**src/sv/ehct_pkg.sv**
```systemverilog
// Package for the edge hit count table: sizes, function codes, FSM states,
// and the command and status structs between controller and datapath. No dependencies.
`default_nettype none
package ehct_pkg;
	localparam int unsigned ENTRIES_DEF     = 1024;
	localparam int unsigned HASH_SLOTS_DEF  = 2048;
	localparam int unsigned COUNT_WIDTH_DEF = 32;
	localparam int unsigned ADDR_W          = 64;
	localparam int unsigned SLOT_OUT_W      = 10;
	localparam int unsigned TOTAL_OUT_W     = 11;
	localparam int unsigned HIT_OUT_W       = 32;

	typedef enum logic [1:0] {
		FUNC_RECORD = 2'd0,
		FUNC_READ   = 2'd1,
		FUNC_CLEAR  = 2'd2,
		FUNC_NONE   = 2'd3
	} func_t;

	typedef enum logic [3:0] {
		ST_IDLE,
		ST_CLEAR,
		ST_HASH,
		ST_PROBE,
		ST_FETCH,
		ST_PCMP,
		ST_UPDATE,
		ST_INSERT,
		ST_READ,
		ST_RDOUT,
		ST_DONE
	} state_t;

	typedef struct packed {
		logic load;       // capture the input word
		logic hash;       // compute start position
		logic probe_rd;   // read hash memory at probe position
		logic entry_rd;   // read pair and count memories at pointer
		logic step;       // advance probe position
		logic do_hit;     // write incremented count, build hit result
		logic do_insert;  // append the pair, build insert result
		logic do_drop;    // build drop result
		logic slot_rd;    // read ordered slot for a read word
		logic do_read;    // build read result
		logic do_misc;    // build clear or unused result
		logic clr_step;   // clear one hash slot
		logic strobe;     // present result
	} cmd_t;

	typedef struct packed {
		func_t func;
		logic  used;      // probed hash slot is occupied
		logic  match;     // stored pair equals the input pair
		logic  wrapped;   // every hash slot has been probed
		logic  clr_last;  // clearing pass at its last slot
		logic  full;      // ordered table is full
	} sts_t;
endpackage
`default_nettype wire

```
**src/sv/ehct_ctrl.sv**
```systemverilog
// Controller state machine of the edge hit count table.
// Depends on ehct_pkg.
`default_nettype none
module ehct_ctrl (
	input  wire logic           clk,
	input  wire logic           arst_n,
	input  wire logic           start,
	output logic                busy,
	input  wire ehct_pkg::sts_t sts,
	output ehct_pkg::cmd_t      cmd
);
	ehct_pkg::state_t state_q, state_d;
	logic clr_done_q;

	// After reset the hash memory is cleared once before the first word.
	always_ff @(posedge clk or negedge arst_n) begin
		if (!arst_n) begin
			state_q    <= ehct_pkg::ST_CLEAR;
			clr_done_q <= 1'b0;
		end else begin
			state_q <= state_d;
			if (state_q == ehct_pkg::ST_CLEAR && sts.clr_last) begin
				clr_done_q <= 1'b1;
			end
		end
	end

	always_comb begin
		state_d = state_q;
		unique case (state_q)
			ehct_pkg::ST_IDLE: begin
				if (start) begin
					state_d = ehct_pkg::ST_HASH;
				end
			end
			ehct_pkg::ST_HASH: begin
				unique case (sts.func)
					ehct_pkg::FUNC_RECORD: state_d = ehct_pkg::ST_PROBE;
					ehct_pkg::FUNC_READ:   state_d = ehct_pkg::ST_READ;
					ehct_pkg::FUNC_CLEAR:  state_d = ehct_pkg::ST_CLEAR;
					default:               state_d = ehct_pkg::ST_DONE;
				endcase
			end
			ehct_pkg::ST_CLEAR: begin
				// The pass after reset has no word behind it and gives no result.
				if (sts.clr_last) begin
					state_d = clr_done_q ? ehct_pkg::ST_DONE : ehct_pkg::ST_IDLE;
				end
			end
			ehct_pkg::ST_PROBE:  state_d = ehct_pkg::ST_FETCH;
			ehct_pkg::ST_FETCH: begin
				if (sts.used) begin
					state_d = ehct_pkg::ST_PCMP;
				end else begin
					state_d = ehct_pkg::ST_INSERT;
				end
			end
			ehct_pkg::ST_PCMP: begin
				priority if (sts.match) begin
					state_d = ehct_pkg::ST_UPDATE;
				end else if (sts.wrapped) begin
					state_d = ehct_pkg::ST_INSERT;
				end else begin
					state_d = ehct_pkg::ST_PROBE;
				end
			end
			ehct_pkg::ST_UPDATE: state_d = ehct_pkg::ST_DONE;
			ehct_pkg::ST_INSERT: state_d = ehct_pkg::ST_DONE;
			ehct_pkg::ST_READ:   state_d = ehct_pkg::ST_RDOUT;
			ehct_pkg::ST_RDOUT:  state_d = ehct_pkg::ST_DONE;
			ehct_pkg::ST_DONE:   state_d = ehct_pkg::ST_IDLE;
			default:             state_d = ehct_pkg::ST_IDLE;
		endcase
	end

	always_comb begin
		cmd  = '0;
		busy = (state_q != ehct_pkg::ST_IDLE);
		unique case (state_q)
			ehct_pkg::ST_IDLE:   cmd.load = start;
			ehct_pkg::ST_HASH: begin
				cmd.hash     = 1'b1;
				cmd.do_misc  = (sts.func == ehct_pkg::FUNC_NONE);
			end
			ehct_pkg::ST_CLEAR: begin
				cmd.clr_step = 1'b1;
				cmd.do_misc  = sts.clr_last && clr_done_q;
			end
			ehct_pkg::ST_PROBE:  cmd.probe_rd = 1'b1;
			ehct_pkg::ST_FETCH:  cmd.entry_rd = sts.used;
			ehct_pkg::ST_PCMP:   cmd.step     = 1'b1;
			ehct_pkg::ST_UPDATE: cmd.do_hit = 1'b1;
			ehct_pkg::ST_INSERT: begin
				cmd.do_insert = !sts.used && !sts.full;
				cmd.do_drop   = sts.used || sts.full;
			end
			ehct_pkg::ST_READ:   cmd.slot_rd = 1'b1;
			ehct_pkg::ST_RDOUT:  cmd.do_read = 1'b1;
			ehct_pkg::ST_DONE:   cmd.strobe  = 1'b1;
			default: ;
		endcase
	end

`ifndef ASSERT_OFF
	a_busy_at_done: assert property (@(posedge clk) disable iff (!arst_n)
		state_q == ehct_pkg::ST_DONE |-> busy)
		else $error("busy low while a result is shown");
	a_idle_after_strobe: assert property (@(posedge clk) disable iff (!arst_n)
		cmd.strobe |=> state_q == ehct_pkg::ST_IDLE)
		else $error("controller did not return to idle after a result");
	a_load_only_idle: assert property (@(posedge clk) disable iff (!arst_n)
		cmd.load |-> !busy)
		else $error("word loaded while busy");
`endif
endmodule
`default_nettype wire

```
**config.mk**
```make
export PLATFORM = sky130hd
export DESIGN_NAME = ehct_ctrl
export DESIGN_NICKNAME = d
export VERILOG_FILES = /design/src/sv/ehct_pkg.sv /design/src/sv/ehct_ctrl.sv
export SDC_FILE = /design/constraint.sdc
export NUM_CORES = 1
export LEC_CHECK = 0
export BUFFER_PORTS_ARGS = -buffer_cell sky130_fd_sc_hd__buf_2
export CELL_PAD_IN_SITES_DETAIL_PLACEMENT = 0
export CELL_PAD_IN_SITES_GLOBAL_PLACEMENT = 1
export CORE_MARGIN = 1
export CORE_UTILIZATION = 31
export CTS_CLUSTER_DIAMETER = 50
export CTS_CLUSTER_SIZE = 16
export DETAILED_ROUTE_END_ITERATION = 8
export PLACE_DENSITY = 0.77
export SLEW_MARGIN = 20
export SYNTH_ARGS = -nofsm -noshare
export SYNTH_HDL_FRONTEND = slang
export SYNTH_SLANG_ARGS = --single-unit
```
**constraint.sdc**
```tcl
create_clock -name clk -period 1.8 [get_ports clk]
set_clock_uncertainty 0.1 [all_clocks]
set_input_delay 0.27 -clock clk [delete_from_list [all_inputs] [get_ports clk]]
set_output_delay 0.27 -clock clk [all_outputs]
set_load 0.05 [all_outputs]
```
==> results.py <==
metrics = {
    "die": {
        "rows": 14,
        "core-area_um2": 1560,
        "dieArea_um2": 1900,
        "ios": 24,
        "die_height_um": 43.6,
        "initial_core_util_pct": 34.3,
        "die_w_um": 43.6,
    },
    "routing": {
        "vias": 616,
        "detail_route.iter0.violations": 14,
        "drt_first_pass_iters": 6,
        "totalWireLength_um": 1590,
        "drc": 4,
        "vias_per_cell": 5.22,
        "ant_nets": 0,
        "wl_per_cell_um": 13.4,
    },
    "synth": {
        "synth_area_leader_cell": "dfrtp_1",
        "yosysUniqueCellTypes": 32,
        "synth.area.top_cells": "dfrtp_1 (19%), ha_1 (12%), nand2b_1 (7.0%)",
        "netlist_area_um2": 536,
        "yosys.area.top_type_share_pct": 18.7,
        "async_flop_share_pct": 100,
        "synth_edf_count": 0,
        "synth_flop_cell": "dfrtp_1",
        "ys_ff_latch": 5,
        "syn_area_per_cell_um2": 8.24,
        "ys_warn_count": 0,
        "syn_nets": 80,
        "synth_seq_area_share_pct": 23.6,
        "synthCells": 65,
    },
    "cts": {
        "cts_buffers": 3,
        "clk_pin_slew_ns": 0.04,
        "cts-root-buf": "clkbuf_4",
        "tritoncts": "built",
        "htreeDepth": 1,
        "cts_sinks": 5,
        "clk_path_buf_depth": 2,
        "insertion_delay_ns": 0.25,
    },
    "grt": {
        "grt_pass1_wl_um": 2440,
        "grt_max_degree": 13,
        "track_usage_pct": 18.0,
        "first_global_vias": 537,
        "antenna_found_initial": 0,
        "grt_overflow": 0,
    },
    "timing": {
        "setup_slack_ns": -0.0253,
        "rsz0062_at_grt": "true",
        "drv_slew": 0,
        "tightestPinTransition_ns": 0.293,
        "fin_crit_ns": 1.83,
        "fmax_mhz": 548,
        "tns_ns": -0.0312,
        "hold_viol": 0,
        "setup_viol": 2,
        "period_share_pct": 101,
        "slew_headroom_pct": 80.4,
    },
    "layout": {
        "n_antenna_cell": 0,
        "finalNonFillerCells": 118,
        "stdcell_area_um2": 881,
        "final_common_cell": "buf_2",
        "mostFrequentLayoutCells": "buf_2 (17), buf_4 (11), nor2_1 (8)",
        "layout-drive-gt1-share_pct": 53.9,
        "fillerInstances": 143,
        "area_growth_pct": 64.5,
        "post-route-util_pct": 56.5,
        "nets": 118,
    },
    "hold_path": {
        "hold_class": "primary input to flop",
    },
    "worst_setup_path": {
        "cp_max_fo": 6,
        "reg2reg_slack_ns": 0.18,
        "cp_num_buf_inv": 2,
        "cpMaxStageDelayCell": "dfstp_2",
        "startpoint_type": "flop",
        "critPathCaptureType": "output port",
        "required_ns": 1.43,
        "path_delay_family": "flip-flops",
        "slowest_delay_ns": 0.40,
        "cp_cell_sequence": "buf_6, nor4b_4, a32o_2, buf_8",
        "path_class": "flop to output port",
        "arrival_ns": 1.46,
    },
    "job": {
        "maxCapViolations": 0,
    },
    "placed_design": {
        "portBuffers": 23,
        "dpl.cell_count": 105,
        "placedInstanceArea_um2": 706,
        "dp_hpwl_um": 1050,
        "gp_congestion": 0.810,
    },
    "pwr": {
        "leakage_nw": 0.440,
        "p_per_area_nw_per_um2": 1770,
        "vdd_drop_max_v": 0.000959,
        "total_power_mw": 1.56,
    },
    "run_status": {
        "status": "finished with violations",
        "violations": "design-rule violations, negative setup slack",
    },
}
-- sequential cells by signal, summed over array words and instances (netlist names) --
register / cells
clr_done_q: 1
state_q: 4
-- path summary, 6_finish.rpt --
kind                       startpoint         end  cells past startpoint
min in group asynchronous      arst_n  state_q[3]                      2
min reg2reg                clr_done_q  clr_done_q                      1
min                            sts[1]  clr_done_q                      2
max reg2reg                state_q[0]  state_q[3]                      4
max                        state_q[0]      cmd[2]                      4
max in group asynchronous      arst_n  state_q[0]                      2
-- worst reg2reg max path, delay by kind of cell, from the launching register on --
kind / cells / cell delay, ns
buf+inv: 1 / 0.16
simple gates: 1 / 0.35
flops: 1 / 0.60
compound gates: 2 / 0.33
-- routing by layer --
layer	track usage, %	wire length, um	vias up
met3	2.92	71	4
met4	13.1	46	0
li1	-	-	299
met1	20.4	623	292
met2	30.1	845	21
met5	0	0	-
-- logic make-up (layout without fill, tap and decap cells) --
| logic type | after synthesis | in the layout | share of synthesized area (%) |
|---|---|---|---|
| AO/OA/AOI/OAI | 13 | 13 | 16.6 |
| XOR/XNOR | 1 | 1 | 1.64 |
| adder cells (fa/ha/maj) | 5 | 5 | 11.7 |
| buffers and inverters | 9 | 46 | 10.0 |
| flip-flops | 5 | 5 | 23.6 |
| multiplexers | 1 | 1 | 2.10 |
| AND/OR/NAND/NOR | 31 | 31 | 34.4 |
-- per-stage QoR --
step,hold slack (ns),setup slack [ns]
CTS,0.188,-0.0279
detailed placement,-0.0154,0.0433
floorplan,-0.126,-0.210
finish,0.189,-0.0253
global placement,-0.0171,0.0949
global route,0.196,-0.103
-- repair_timing --
item | CTS | global route
setup endpoints to repair | 10 | 8
resized for setup | 19 | 9
setup buffers | 4 | 4
hold buffers | 1 | 0
pin swaps | 2 | 4
endpoints found under the hold margin | 5 | 0
-- where the power goes --
part | leakage [nW] | internal, mW | switching [mW]
logic | 0.370 | 0.485 | 0.653
clock network | 0.0150 | 0.0839 | 0.0480
registers | 0.0548 | 0.178 | 0.113
-- synth_stat cells, types with 2 or more instances --
| library cell | n |
|---|---|
| buf_6 | 2 |
| dfrtp_1 | 4 |
| ha_1 | 5 |
| inv_1 | 4 |
| nand2_1 | 3 |
| nand2b_1 | 6 |
| nor2_1 | 10 |
| nor3_1 | 2 |
| o21ai_0 | 3 |
| o21ai_1 | 2 |
| o22a_1 | 3 |
-- cell type report --
| type | count | area [um^2] | area share (%) |
|---|---|---|---|
| multi-input combinational | 51 | 418 | 47.4 |
| timing repair buffer | 37 | 268 | 30.4 |
| sequential | 5 | 130 | 14.8 |
| clock buffer | 4 | 26.3 | 2.98 |
| tap | 16 | 20.0 | 2.27 |
| inverter | 5 | 18.8 | 2.13 |
(Power assumes the default switching activity.)
